[config.mk]
export PLATFORM = sky130hd
export DESIGN_NAME = modbus_ascii_frame_decoder_flat
export DESIGN_NICKNAME = d
export VERILOG_FILES = /design/src/sv/mbad_pkg.sv /design/src/sv/mbad_if.sv /design/src/sv/mbad_front.sv /design/src/sv/mbad_queue.sv /design/src/sv/mbad_back.sv /design/src/sv/modbus_ascii_frame_decoder.sv /design/src/flat_wrapper.sv
export SDC_FILE = /design/constraint.sdc
export NUM_CORES = 1
export LEC_CHECK = 0
export BUFFER_PORTS_ARGS = -buffer_cell sky130_fd_sc_hd__buf_2
export CORE_ASPECT_RATIO = 1.75
export CORE_MARGIN = 5
export CORE_UTILIZATION = 45
export DETAILED_ROUTE_END_ITERATION = 6
export PLACE_DENSITY = 0.64
export SLEW_MARGIN = 10
export SYNTH_ARGS = -nofsm -noshare
export SYNTH_HDL_FRONTEND = slang
export SYNTH_SLANG_ARGS = --single-unit
[constraint.sdc]
create_clock -name clk -period 3.3 [get_ports clk]
set_clock_uncertainty 0.1 [all_clocks]
set_input_delay 0.66 -clock clk [delete_from_list [all_inputs] [get_ports clk]]
set_output_delay 0.66 -clock clk [all_outputs]
set_load 0.01 [all_outputs]
[src/sv/mbad_pkg.sv]
`timescale 1ns / 1ps
// Package for the Modbus ASCII frame decoder: character codes, status codes,
// frame limits and the token type that the front part hands to the back part.
// No dependencies.
package mbad_pkg;

	localparam int MAX_BYTES = 256;
	localparam int MIN_BYTES = 3;
	localparam int CNT_W     = $clog2(MAX_BYTES + 1);
	localparam int Q_DEPTH   = 4;
	localparam int Q_PTR_W   = $clog2(Q_DEPTH);
	localparam int Q_CNT_W   = $clog2(Q_DEPTH + 1);

	localparam logic [7:0] CH_COLON = 8'h3A;
	localparam logic [7:0] CH_CR    = 8'h0D;
	localparam logic [7:0] CH_LF    = 8'h0A;
	localparam logic [7:0] CH_0     = 8'h30;
	localparam logic [7:0] CH_9     = 8'h39;
	localparam logic [7:0] CH_A     = 8'h41;
	localparam logic [7:0] CH_F     = 8'h46;

	typedef enum logic [2:0] {
		ST_OK     = 3'd0,
		ST_LRC    = 3'd1,
		ST_SHORT  = 3'd2,
		ST_FORMAT = 3'd3,
		ST_LONG   = 3'd4
	} status_t;

	typedef enum logic [1:0] {
		TK_START  = 2'd0,
		TK_NIBBLE = 2'd1,
		TK_BAD    = 2'd2,
		TK_END    = 2'd3
	} tok_kind_t;

	typedef struct packed {
		tok_kind_t  kind;
		logic [3:0] nib;
	} token_t;

	// Word passed between the parts together with its valid flag; ready runs
	// beside it as a separate signal.
	typedef struct packed {
		logic   valid;
		token_t tok;
	} tok_word_t;

endpackage

[src/sv/mbad_if.sv]
`timescale 1ns / 1ps
// Valid/ready channel interfaces for the received character and the decoded
// result word. Depends on nothing.
interface mbad_char_if;
	logic       valid;
	logic       ready;
	logic [7:0] rx_char;

	modport source (output valid, output rx_char, input ready);
	modport sink   (input valid, input rx_char, output ready);
endinterface

interface mbad_res_if;
	logic       valid;
	logic       ready;
	logic [7:0] data_byte;
	logic       is_address;
	logic       frame_end;
	logic [2:0] status;
	logic [7:0] pdu_length;

	modport source (output valid, output data_byte, output is_address, output frame_end,
		output status, output pdu_length, input ready);
	modport sink   (input valid, input data_byte, input is_address, input frame_end,
		input status, input pdu_length, output ready);
endinterface

[src/sv/mbad_front.sv]
`timescale 1ns / 1ps
// Front part: accepts characters, tracks whether a frame is open and turns
// each relevant character into a token. Depends on mbad_pkg and mbad_if.
module mbad_front import mbad_pkg::*; (
	input  logic            clk,
	input  logic            arst_n,
	mbad_char_if.sink       rx,
	input  logic            push_ready,
	output tok_word_t       push
);

	logic       in_frame_q;
	logic [7:0] c;
	logic       acc;
	token_t     tok;
	logic       keep;

	assign c        = rx.rx_char;
	assign rx.ready = push_ready;
	assign acc      = rx.valid && push_ready;

	always_comb begin
		tok.nib = 4'd0;
		keep    = 1'b0;
		if (c == CH_COLON) begin
			tok.kind = TK_START;
			keep     = 1'b1;
		end else if (c == CH_LF) begin
			tok.kind = TK_END;
			keep     = in_frame_q;
		end else if (c inside {[CH_0:CH_9]}) begin
			tok.kind = TK_NIBBLE;
			tok.nib  = c[3:0];
			keep     = in_frame_q;
		end else if (c inside {[CH_A:CH_F]}) begin
			tok.kind = TK_NIBBLE;
			tok.nib  = 4'(c - CH_A + 8'd10);
			keep     = in_frame_q;
		end else begin
			// Carriage return changes nothing; anything else inside a frame is a fault.
			tok.kind = TK_BAD;
			keep     = in_frame_q && (c != CH_CR);
		end
	end

	assign push.valid = acc && keep;
	assign push.tok   = tok;

	always_ff @(posedge clk or negedge arst_n) begin
		if (!arst_n) begin
			in_frame_q <= 1'b0;
		end else if (acc) begin
			if (c == CH_COLON) begin
				in_frame_q <= 1'b1;
			end else if (c == CH_LF) begin
				in_frame_q <= 1'b0;
			end
		end
	end

endmodule

[src/sv/mbad_queue.sv]
`timescale 1ns / 1ps
// Short token queue between the front and back parts.
// Depends on mbad_pkg.
module mbad_queue import mbad_pkg::*; (
	input  logic      clk,
	input  logic      arst_n,
	input  tok_word_t push,
	output logic      push_ready,
	output tok_word_t pop,
	input  logic      pop_ready
);

	token_t             mem_q [Q_DEPTH];
	logic [Q_PTR_W-1:0] wr_ptr_q;
	logic [Q_PTR_W-1:0] rd_ptr_q;
	logic [Q_CNT_W-1:0] cnt_q;
	logic               do_push;
	logic               do_pop;

	assign push_ready = (cnt_q != Q_CNT_W'(Q_DEPTH));
	assign pop.valid  = (cnt_q != '0);
	assign pop.tok    = mem_q[rd_ptr_q];
	assign do_push    = push.valid && push_ready;
	assign do_pop     = pop.valid && pop_ready;

	always_ff @(posedge clk) begin
		if (do_push) begin
			mem_q[wr_ptr_q] <= push.tok;
		end
	end

	always_ff @(posedge clk or negedge arst_n) begin
		if (!arst_n) begin
			wr_ptr_q <= '0;
			rd_ptr_q <= '0;
			cnt_q    <= '0;
		end else begin
			if (do_push) begin
				wr_ptr_q <= wr_ptr_q + 1'b1;
			end
			if (do_pop) begin
				rd_ptr_q <= rd_ptr_q + 1'b1;
			end
			if (do_push && !do_pop) begin
				cnt_q <= cnt_q + 1'b1;
			end else if (do_pop && !do_push) begin
				cnt_q <= cnt_q - 1'b1;
			end
		end
	end

endmodule

[src/sv/mbad_back.sv]
`timescale 1ns / 1ps
// Back part: pairs nibbles into bytes, keeps the LRC sum and byte count,
// delays bytes by one and drives the registered result channel.
// Depends on mbad_pkg and mbad_if.
module mbad_back import mbad_pkg::*; (
	input  logic        clk,
	input  logic        arst_n,
	input  tok_word_t   pop,
	output logic        pop_ready,
	mbad_res_if.source  dec
);

	logic             half_q;
	logic [3:0]       upper_q;
	logic [7:0]       held_q;
	logic [CNT_W-1:0] cnt_q;
	logic [7:0]       sum_q;
	logic             ferr_q;
	logic             lerr_q;

	logic             out_valid_q;
	logic [7:0]       data_q;
	logic             addr_q;
	logic             end_q;
	status_t          status_q;
	logic [7:0]       plen_q;

	logic             take;
	logic [7:0]       byte_w;
	logic             full;
	status_t          st_w;

	assign pop_ready = !out_valid_q || dec.ready;
	assign take      = pop.valid && pop_ready;
	assign byte_w    = {upper_q, pop.tok.nib};
	assign full      = (cnt_q >= CNT_W'(MAX_BYTES));

	always_comb begin
		if (ferr_q || half_q) begin
			st_w = ST_FORMAT;
		end else if (lerr_q) begin
			st_w = ST_LONG;
		end else if (cnt_q < CNT_W'(MIN_BYTES)) begin
			st_w = ST_SHORT;
		end else if (sum_q != 8'd0) begin
			st_w = ST_LRC;
		end else begin
			st_w = ST_OK;
		end
	end

	assign dec.valid      = out_valid_q;
	assign dec.data_byte  = data_q;
	assign dec.is_address = addr_q;
	assign dec.frame_end  = end_q;
	assign dec.status     = status_q;
	assign dec.pdu_length = plen_q;

	always_ff @(posedge clk or negedge arst_n) begin
		if (!arst_n) begin
			half_q      <= 1'b0;
			upper_q     <= 4'd0;
			held_q      <= 8'd0;
			cnt_q       <= '0;
			sum_q       <= 8'd0;
			ferr_q      <= 1'b0;
			lerr_q      <= 1'b0;
			out_valid_q <= 1'b0;
			data_q      <= 8'd0;
			addr_q      <= 1'b0;
			end_q       <= 1'b0;
			status_q    <= ST_OK;
			plen_q      <= 8'd0;
		end else if (take) begin
			// The old result, if any, leaves in this cycle.
			case (pop.tok.kind)
				TK_START: begin
					out_valid_q <= 1'b0;
					half_q      <= 1'b0;
					upper_q     <= 4'd0;
					held_q      <= 8'd0;
					cnt_q       <= '0;
					sum_q       <= 8'd0;
					ferr_q      <= 1'b0;
					lerr_q      <= 1'b0;
				end
				TK_BAD: begin
					out_valid_q <= 1'b0;
					ferr_q      <= 1'b1;
				end
				TK_NIBBLE: begin
					if (!half_q) begin
						out_valid_q <= 1'b0;
						upper_q     <= pop.tok.nib;
						half_q      <= 1'b1;
					end else begin
						half_q <= 1'b0;
						if (full) begin
							out_valid_q <= 1'b0;
							lerr_q      <= 1'b1;
						end else begin
							sum_q       <= sum_q + byte_w;
							held_q      <= byte_w;
							cnt_q       <= cnt_q + 1'b1;
							out_valid_q <= (cnt_q != '0);
							// The previous byte goes out now; the last one is the LRC.
							if (cnt_q != '0) begin
								data_q   <= held_q;
								addr_q   <= (cnt_q == CNT_W'(1));
								end_q    <= 1'b0;
								status_q <= ST_OK;
								plen_q   <= 8'd0;
							end
						end
					end
				end
				TK_END: begin
					out_valid_q <= 1'b1;
					data_q      <= 8'd0;
					addr_q      <= 1'b0;
					end_q       <= 1'b1;
					status_q    <= st_w;
					plen_q      <= (st_w == ST_OK) ? 8'(cnt_q - CNT_W'(2)) : 8'd0;
				end
				default: begin
					out_valid_q <= 1'b0;
				end
			endcase
		end else if (dec.ready) begin
			out_valid_q <= 1'b0;
		end
	end

endmodule

[src/sv/modbus_ascii_frame_decoder.sv]
`timescale 1ns / 1ps
// Modbus ASCII frame decoder. One received character is taken per cycle while
// the token queue has room; ':' opens a frame, upper-case hex pairs form bytes,
// CR is ignored and LF closes the frame with one status word (0 ok, 1 LRC
// mismatch, 2 too short, 3 bad or odd hex digit, 4 too long). Data bytes leave
// one byte late, so the trailing LRC is never emitted, and the first one is
// flagged as the address. Each character passes the classifier in its accepting
// cycle, waits in a four-entry token queue, and is retired by the frame logic,
// so the sustained rate is one character per cycle while nothing stalls; a token
// is registered in the queue and its result then in an output register, where it
// is held until taken, while input keeps flowing until the queue fills.
// Depends on mbad_pkg, mbad_if, mbad_front, mbad_queue and mbad_back.
module modbus_ascii_frame_decoder import mbad_pkg::*; (
	input  logic        clk,
	input  logic        arst_n,
	mbad_char_if.sink   rx,
	mbad_res_if.source  dec
);

	tok_word_t push;
	tok_word_t pop;
	logic      push_ready;
	logic      pop_ready;

	mbad_front u_front (
		.clk        (clk),
		.arst_n     (arst_n),
		.rx         (rx),
		.push_ready (push_ready),
		.push       (push)
	);

	mbad_queue u_queue (
		.clk        (clk),
		.arst_n     (arst_n),
		.push       (push),
		.push_ready (push_ready),
		.pop        (pop),
		.pop_ready  (pop_ready)
	);

	mbad_back u_back (
		.clk       (clk),
		.arst_n    (arst_n),
		.pop       (pop),
		.pop_ready (pop_ready),
		.dec       (dec)
	);

endmodule

[src/flat_wrapper.sv]
// flat-port wrapper written by rule: the top's interface ports become plain ports
module modbus_ascii_frame_decoder_flat import mbad_pkg::*;
  (clk, arst_n, rx_valid, rx_rx_char, rx_ready, dec_valid, dec_data_byte, dec_is_address, dec_frame_end, dec_status, dec_pdu_length, dec_ready);
  mbad_char_if rx_i ();
  mbad_res_if dec_i ();
  input  logic clk;
  input  logic arst_n;
  input wire logic [$bits(rx_i.valid)-1:0] rx_valid;
  input wire logic [$bits(rx_i.rx_char)-1:0] rx_rx_char;
  output wire logic [$bits(rx_i.ready)-1:0] rx_ready;
  output wire logic [$bits(dec_i.valid)-1:0] dec_valid;
  output wire logic [$bits(dec_i.data_byte)-1:0] dec_data_byte;
  output wire logic [$bits(dec_i.is_address)-1:0] dec_is_address;
  output wire logic [$bits(dec_i.frame_end)-1:0] dec_frame_end;
  output wire logic [$bits(dec_i.status)-1:0] dec_status;
  output wire logic [$bits(dec_i.pdu_length)-1:0] dec_pdu_length;
  input wire logic [$bits(dec_i.ready)-1:0] dec_ready;
  assign rx_i.valid = rx_valid;
  assign rx_i.rx_char = rx_rx_char;
  assign rx_ready = rx_i.ready;
  assign dec_valid = dec_i.valid;
  assign dec_data_byte = dec_i.data_byte;
  assign dec_is_address = dec_i.is_address;
  assign dec_frame_end = dec_i.frame_end;
  assign dec_status = dec_i.status;
  assign dec_pdu_length = dec_i.pdu_length;
  assign dec_i.ready = dec_ready;
  modbus_ascii_frame_decoder u_core (.clk(clk), .arst_n(arst_n), .rx(rx_i), .dec(dec_i));
endmodule
# Yosys cells after proc, flatten, opt, wreduce, memory -nomap -nowiden
# Memory sizes are Yosys's and may differ from the RTL's.
# Index checks and enable logic that the tools add are counted.
word_totals:
  reg_bits: 62
  ram_bits: 24
  inputBits: 12
  wordCells: 143
  mem_count: 1
op_classes:
  add_sub_neg: 9
  n_lt_le_gt_ge: 6
  n_eq_ne: 13
  muxes: 64
  reduce_logical: 33
memory_table:
  columns: ["name", "depth", "word_bits", "rd", "rd_ports_with_merged_regs", "write_ports", "line", "rtl"]
  rows:
  - ["u_core.u_queue.mem_q", 4, 6, 1, 0, 1, "mbad_queue.sv:13", "token_t mem_q [Q_DEPTH];"]
op_table:
  columns: ["cell", "count"]
  rows:
  - ["8-bit 2-to-1 mux", 11]
  - ["8-bit one-hot mux with 2 select lines", 4]
  - ["1-bit 2-to-1 mux", 22]
  - ["3-bit 2-to-1 mux", 7]
  - ["9-bit 2-to-1 mux", 2]
  - ["9-bit one-hot mux with 2 select lines", 1]
  - ["4-bit 2-to-1 mux", 4]
  - ["2-bit nonzero test", 6]
  - ["2-bit inequality test, second input constant", 5]
  - ["1-bit one-hot mux with 2 select lines", 5]
  - ["9-bit by 1-bit adder with 9-bit output, second input constant", 1]
  - ["9-bit by 1-bit == test with 1-bit output, second input constant", 1]
  - ["9-bit greater-or-equal comparator, second input constant", 1]
  - ["1-bit logical AND", 9]
  - ["9-bit by 2-bit < comparator with 1-bit output, second input constant", 1]
  - ["9-bit nonzero test", 1]
  - ["8-bit adder", 1]
  - ["8-bit by 4-bit == test with 1-bit output, second input constant", 1]
  - ["8-bit by 6-bit == test with 1-bit output, second input constant", 1]
  - ["8-bit by 6-bit greater-or-equal comparator with 1-bit output, second input constant", 1]
  - ["8-bit by 7-bit greater-or-equal comparator with 1-bit output, second input constant", 1]
  - ["8-bit by 6-bit less-or-equal comparator with 1-bit output, second input constant", 1]
  - ["8-bit by 7-bit less-or-equal comparator with 1-bit output, second input constant", 1]
  - ["2-bit 2-to-1 mux", 4]
  - ["other kinds (25)", 33]

# Longest topological paths before layout
depth:
  ltp_word: 12
  ltp_mapped: 12
  mapped_depth_nobuf: 12

# Cells and area by module
# Synthesis repeated with hierarchy kept, for this count alone.
hier_totals:
  cells_unflattened: 382
  hier_area_um2: 4399.2
modules_own_cells:
  columns: ["module", "n_inst", "cells_each", "area_per_inst_um2", "seq_area_each_um2"]
  rows:
  - ["mbad_back", 1, 271, 2751.4, 1351.3]
  - ["mbad_queue", 1, 67, 1295.0, 895.9]
  - ["mbad_front", 1, 44, 352.8, 25.0]

# Worst setup path before layout
# Ideal clock, no wire load.
synth_timing:
  path_kind: "input-to-reg"
  start: "input port rx_rx_char[0]"
  end: "register u_core.u_queue.cnt_q[2]"
  setup_ns: 0.079
  arrival_ns: 2.611
  required_time_ns: 3.121
  path_slack_ns: 0.510
  cell_stages: 12
  path_buffers: 0
  cell_sequence: "inv_1 ha_1 nand2_1 nor2_1 nand2b_1 a21oi_1 ha_1 inv_1 fa_1 xor2_1 nor2_1 xor2_1"
synth_between:
  elab_chain_len: 11
synth_rtl:
  columns: ["item", "line", "rtl"]
  rows:
  - ["start: declaration", "flat_wrapper.sv:9", "input wire logic [$bits(rx_i.rx_char)-1:0] rx_rx_char;"]
  - ["8-bit by 7-bit greater-or-equal comparator with 1-bit output, or another cell as far along", "mbad_front.sv:35", "end else if (c inside {[CH_A:CH_F]}) begin"]
  - ["1-bit logical AND (on tied branches)", "mbad_front.sv:35, mbad_front.sv:42", null]
  - ["1-bit 2-to-1 mux", "mbad_front.sv:35", null]
  - ["1-bit 2-to-1 mux", "mbad_front.sv:31", "end else if (c inside {[CH_0:CH_9]}) begin"]
  - ["1-bit 2-to-1 mux", "mbad_front.sv:28", "end else if (c == CH_LF) begin"]
  - ["1-bit 2-to-1 mux *", "mbad_front.sv:25", "if (c == CH_COLON) begin"]
  - ["1-bit logical AND *", "mbad_front.sv:46", "assign push.valid = acc && keep;"]
  - ["1-bit logical AND *", "mbad_queue.sv:23", "assign do_push = push.valid && push_ready;"]
  - ["net u_core.u_queue.do_push", "mbad_queue.sv:17", "logic do_push;"]
  - ["1-bit logical NOT", "mbad_queue.sv:46", "end else if (do_pop && !do_push) begin"]
  - ["1-bit logical AND", "mbad_queue.sv:46", null]
  - ["2-bit nonzero test (no line)", null, null]
  - ["end signal: assignment", "mbad_queue.sv:45", "cnt_q <= cnt_q + 1'b1;"]
  - ["end signal: assignment", "mbad_queue.sv:47", "cnt_q <= cnt_q - 1'b1;"]
  - ["end: declaration", "mbad_queue.sv:16", "logic [Q_CNT_W-1:0] cnt_q;"]
# The timed path passes the listed nets; every way through them passes the cells marked *.
# A chain may end at the register's enable or synchronous reset.

# Worst setup path in the final report
layout_timing:
  start: "register u_core.u_queue.rd_ptr_q[0]"
  end: "register u_core.u_back.sum_q[6]"
layout_between:
  elab_chain_len: 5
layout_rtl:
  columns: ["item", "line", "rtl"]
  rows:
  - ["start: declaration", "mbad_queue.sv:15", "logic [Q_PTR_W-1:0] rd_ptr_q;"]
  - ["start signal: assignment", "mbad_queue.sv:42", "rd_ptr_q <= rd_ptr_q + 1'b1;"]
  - ["memory 4 x 6 bit *", null, null]
  - ["8-bit adder", "mbad_back.sv:102", "sum_q <= sum_q + byte_w;"]
  - ["8-bit 2-to-1 mux", "mbad_back.sv:98", "if (full) begin"]
  - ["8-bit 2-to-1 mux", "mbad_back.sv:92", "if (!half_q) begin"]
  - ["8-bit one-hot mux with 2 select lines", "mbad_back.sv:76", "case (pop.tok.kind)"]
  - ["end signal: assignment", "mbad_back.sv:102", null]
  - ["end: declaration", "mbad_back.sv:17", "logic [7:0] sum_q;"]
# Mark *: on every way between the ends. The rest lies on a longest branch, timed or not. The select of a mux whose other input is x is not followed.

==> metrics.txt <==
# TYPE chip_impl_metric gauge
chip_impl_metric{name="static-leakage-power",unit="µW"} 0.002174
chip_impl_metric{name="yosys_register_bits",unit=""} 86
chip_impl_metric{name="routed_wire_length",unit="µm"} 7605
chip_impl_metric{name="final_layout_size_suffix_gt1_share",unit="%"} 15.71
chip_impl_metric{name="r2r_setup_slack",unit="ns"} 0.20
chip_impl_info{name="setup_repair_after_global_routing_missed_its_margin",value="no"} 1
chip_impl_metric{name="combPwrFrac",unit="%"} 35.0
chip_impl_metric{name="fin_worst_hold_slack",unit="ns"} 0.3701
chip_impl_metric{name="final_hold_viol_count",unit=""} 0
chip_impl_metric{name="overall_via_count_from_detail_route",unit=""} 2779
chip_impl_metric{name="synthCells",unit=""} 378
chip_impl_info{name="r2r_start",value="u_core.u_queue.rd_ptr_q[0]$_DFFE_PN0P_"} 1
chip_impl_metric{name="cts-htree-levels",unit=""} 3
chip_impl_metric{name="pin_count",unit=""} 35
chip_impl_metric{name="initial_core_util",unit="%"} 46.20
chip_impl_info{name="final_common_cell",value="dfrtp_1"} 1
chip_impl_metric{name="aggregate_negative_setup_slack",unit="ns"} 0
chip_impl_metric{name="fp.dieArea",unit="µm²"} 11510
chip_impl_info{name="reg2reg_to",value="u_core.u_back.sum_q[6]$_DFFE_PN0P_"} 1
chip_impl_info{name="timing.critical_path.to_type",value="flop"} 1
chip_impl_metric{name="insertedDiodeCount",unit=""} 0
chip_impl_metric{name="number_of_antenna_violations_at_the_first_check_in_global_routing",unit=""} 0
chip_impl_metric{name="io_buffer_count",unit=""} 34
chip_impl_metric{name="global_route.overflow_total",unit=""} 0
chip_impl_metric{name="first_pass_iters",unit=""} 4
chip_impl_metric{name="area_growth",unit="%"} 15.12
chip_impl_metric{name="cellPowerDensity",unit="nW/µm²"} 866.5
chip_impl_info{name="clock-root-buffer",value="clkbuf_16"} 1
chip_impl_metric{name="ant_nets",unit=""} 0
chip_impl_info{name="worstHoldPathType",value="input pin to async pin"} 1
chip_impl_info{name="clock_tree_from_tritoncts",value="yes"} 1
chip_impl_metric{name="final_std_cells_w_o_fill",unit=""} 540
chip_impl_metric{name="grt_util_all_layers",unit="%"} 13.95
chip_impl_metric{name="seq_power_share",unit="%"} 37.3
chip_impl_metric{name="finalSetupViolations",unit=""} 0
chip_impl_metric{name="netlist_area",unit="µm²"} 4228
chip_impl_metric{name="post_cts_resized",unit=""} 0
chip_impl_metric{name="synth_enable_flop_cells",unit=""} 24
chip_impl_metric{name="rows",unit=""} 46
chip_impl_info{name="setup.worst_path.end",value="u_core.u_back.sum_q[6]$_DFFE_PN0P_"} 1
chip_impl_metric{name="timing.final.max_slew_violations",unit=""} 0
chip_impl_metric{name="p_int",unit="µW"} 2738
chip_impl_metric{name="final_min_period_over_clock_period",unit="%"} 94.06
chip_impl_metric{name="worst_ir_drop_vdd",unit="V"} 0.0003954
chip_impl_metric{name="worst_slew_margin_rel",unit="%"} 48.97
chip_impl_metric{name="via_count_of_the_first_global_routing_pass",unit=""} 2853
chip_impl_info{name="crit_path_start",value="u_core.u_queue.rd_ptr_q[0]$_DFFE_PN0P_"} 1
chip_impl_metric{name="crit_path_max_fanout",unit=""} 8
chip_impl_metric{name="placedCellCount",unit=""} 524
chip_impl_metric{name="die_x",unit="µm"} 83.27
chip_impl_metric{name="drc_errors",unit=""} 0
chip_impl_metric{name="worstPathRequired",unit="ns"} 3.43
chip_impl_metric{name="sequential_share_of_the_synthesized_area",unit="%"} 53.74
chip_impl_metric{name="cts_num_sinks",unit=""} 86
chip_impl_metric{name="core_area",unit="µm²"} 9151
chip_impl_metric{name="place_ws",unit="ns"} 0.2027
chip_impl_metric{name="cap_violations",unit=""} 0
chip_impl_metric{name="wire_per_inst",unit="µm"} 14.08
chip_impl_metric{name="cp.arrival",unit="ns"} 3.23
chip_impl_metric{name="fp.dieH",unit="µm"} 138.2
chip_impl_metric{name="grt_start_max_net_pins",unit=""} 63
chip_impl_metric{name="postCtsHoldBufs",unit=""} 0
chip_impl_info{name="outcome",value="finished, final reports clean"} 1
chip_impl_metric{name="timing.reg2reg.worst_path_depth",unit=""} 9
chip_impl_metric{name="clk_transition_reported_paths",unit="ns"} 0.06
chip_impl_info{name="final_cell_mix",value="dfrtp_1 (62), nand2_1 (52), buf_2 (34)"} 1
chip_impl_metric{name="detailedRoute.firstIterationViolations",unit=""} 179
chip_impl_info{name="ys.flop_type",value="dfrtp_1"} 1
chip_impl_metric{name="cts-buffers-inserted",unit=""} 9
chip_impl_info{name="critical_path_class",value="flop to flop"} 1
chip_impl_metric{name="gpl.final_weighted_congestion",unit=""} 0.9188
chip_impl_metric{name="power",unit="µW"} 4218
chip_impl_metric{name="timing.final.ws_setup",unit="ns"} 0.1959
chip_impl_metric{name="clk_path_buf_depth",unit=""} 2
chip_impl_metric{name="yosys.cell_types.count",unit=""} 46
chip_impl_metric{name="synthesized_netlist_net_count",unit=""} 414
chip_impl_metric{name="max_freq",unit="MHz"} 322.2
chip_impl_metric{name="drt-vias-per-instance",unit=""} 5.146
chip_impl_metric{name="hpwlAfterDp",unit="µm"} 5757
chip_impl_metric{name="synth-warning-count",unit=""} 0
chip_impl_info{name="start_kind",value="flop"} 1
chip_impl_metric{name="cts_setup_buffers",unit=""} 0
chip_impl_metric{name="insertion_delay",unit="ns"} 0.33
chip_impl_metric{name="worstMarginPinSlew",unit="ns"} 0.7654
chip_impl_metric{name="pwr-share-clk",unit="%"} 27.7
chip_impl_metric{name="finalWorstPathRequiredPeriod",unit="ns"} 3.104
chip_impl_metric{name="syn-mean-instance-area",unit="µm²"} 11.18
chip_impl_metric{name="postSynth.asyncResetShare",unit="%"} 72.09
chip_impl_metric{name="first_pass_grt_wire_length",unit="µm"} 13060
chip_impl_metric{name="power.net_switching",unit="µW"} 1480
chip_impl_metric{name="fin_nets",unit=""} 451
chip_impl_metric{name="sw_frac_of_total",unit="%"} 35.09
sequential cells by signal (all words and copies together) (netlist names), 2 cells and up:
register,flops
u_core.u_queue.mem_q,24
u_core.u_back.cnt_q,9
u_core.u_back.dec.data_byte,8
u_core.u_back.dec.pdu_length,8
u_core.u_back.held_q,8
u_core.u_back.sum_q,8
u_core.u_back.upper_q,4
u_core.u_back.dec.status,3
u_core.u_queue.cnt_q,3
u_core.u_queue.rd_ptr_q,2
u_core.u_queue.wr_ptr_q,2
logic make-up (layout without fill, tap and decap cells):
| logic type | Yosys count | in the layout | share of synthesized area [%] |
|---|---|---|---|
| AO/OA/AOI/OAI | 74 | 74 | 11.04 |
| multiplexers | 9 | 9 | 4.321 |
| flip-flops | 86 | 86 | 53.74 |
| AND/OR/NAND/NOR | 131 | 131 | 15.18 |
| adder cells (fa/ha/maj) | 24 | 24 | 7.458 |
| buffers and inverters | 30 | 72 | 3.285 |
| XOR/XNOR | 24 | 24 | 4.972 |
power by group through the flow:
stage          Clock (µW)  Sequential (µW)  Combinational [µW]
6_report             1170             1570                1480
5_1_grt              1240             1620                1670
4_1_cts              1200             1580                1500
3_5_place_dp            0             1600                1500
3_3_place_gp            0             1580                1470
2_1_floorplan           0             1550                1150
stage by stage:
step	utilization, %	area, µm²
after floorplan	-	4228
after global placement	49.25	4507
after detailed placement	49.25	4507
after CTS	53.19	4867
after global routing	53.19	4867
final	53.19	4867
worst max-delay path, stage by stage, from the launching register on:
cell	delay, ns
dfrtp_1	0.56
mux4_1	0.66
ha_1	0.26
fa_1	0.43
a21o_1	0.17
a21oi_1	0.26
o21bai_1	0.11
a21oi_1	0.18
xnor2_1	0.08
a22o_1	0.19
synthesized netlist by cell type (3+ instances only):
library cell	number	area share [%]
nor2b_1	3	0.44
nand2b_1	4	0.59
nand3_1	14	1.7
buf_6	3	0.80
a22o_1	13	2.7
and2_1	4	0.59
mux4_1	4	2.5
o21ai_0	31	3.7
a31oi_1	4	0.59
a21oi_1	13	1.5
xor2_1	3	0.62
ha_1	22	6.5
buf_2	3	0.36
edfxtp_1	24	17
xnor2_1	21	4.4
inv_1	18	1.6
o31ai_1	3	0.53
dfrtp_1	62	37
nor2_1	26	2.3
clkbuf_1	6	0.53
nand2_1	52	4.6
or3_1	5	0.74
nor3_1	8	0.95
per-layer routing:
metal / global-route usage [%] / share of wire, % / vias to the layer above
li1: - / - / 1406
met1: 14.87 / 39 / 1317
met2: 25.55 / 54 / 46
met3: 3.448 / 4.0 / 10
met4: 6.288 / 2.1 / 0
met5: 0 / 0 / -
final cells by class:
cell class,instances,area [µm²]
well taps,120,150.1
repair buffers,38,200.2
fillers,804,4284
clock buffers,12,289.0
inverters,18,67.56
multi-input cells,262,1817
flip-flops and latches,86,2272
clock inverters,4,71.32
worst min path at each step:
stage                                                        to  slack (ns)  depth (start not counted)
finish                      u_core.u_back.held_q[5]$_DFFE_PN0P_        0.37                          2
global route        u_core.u_back.dec.pdu_length[6]$_DFFE_PN0P_        0.39                          2
CTS                 u_core.u_back.dec.pdu_length[6]$_DFFE_PN0P_        0.38                          2
detailed placement  u_core.u_back.dec.pdu_length[6]$_DFFE_PN0P_        0.36                          2
global placement     u_core.u_back.dec.data_byte[6]$_DFFE_PN0P_        0.36                          2
floorplan                    u_core.u_back.cnt_q[0]$_DFFE_PN0P_        0.26                          0
(Power assumes the default switching activity.)
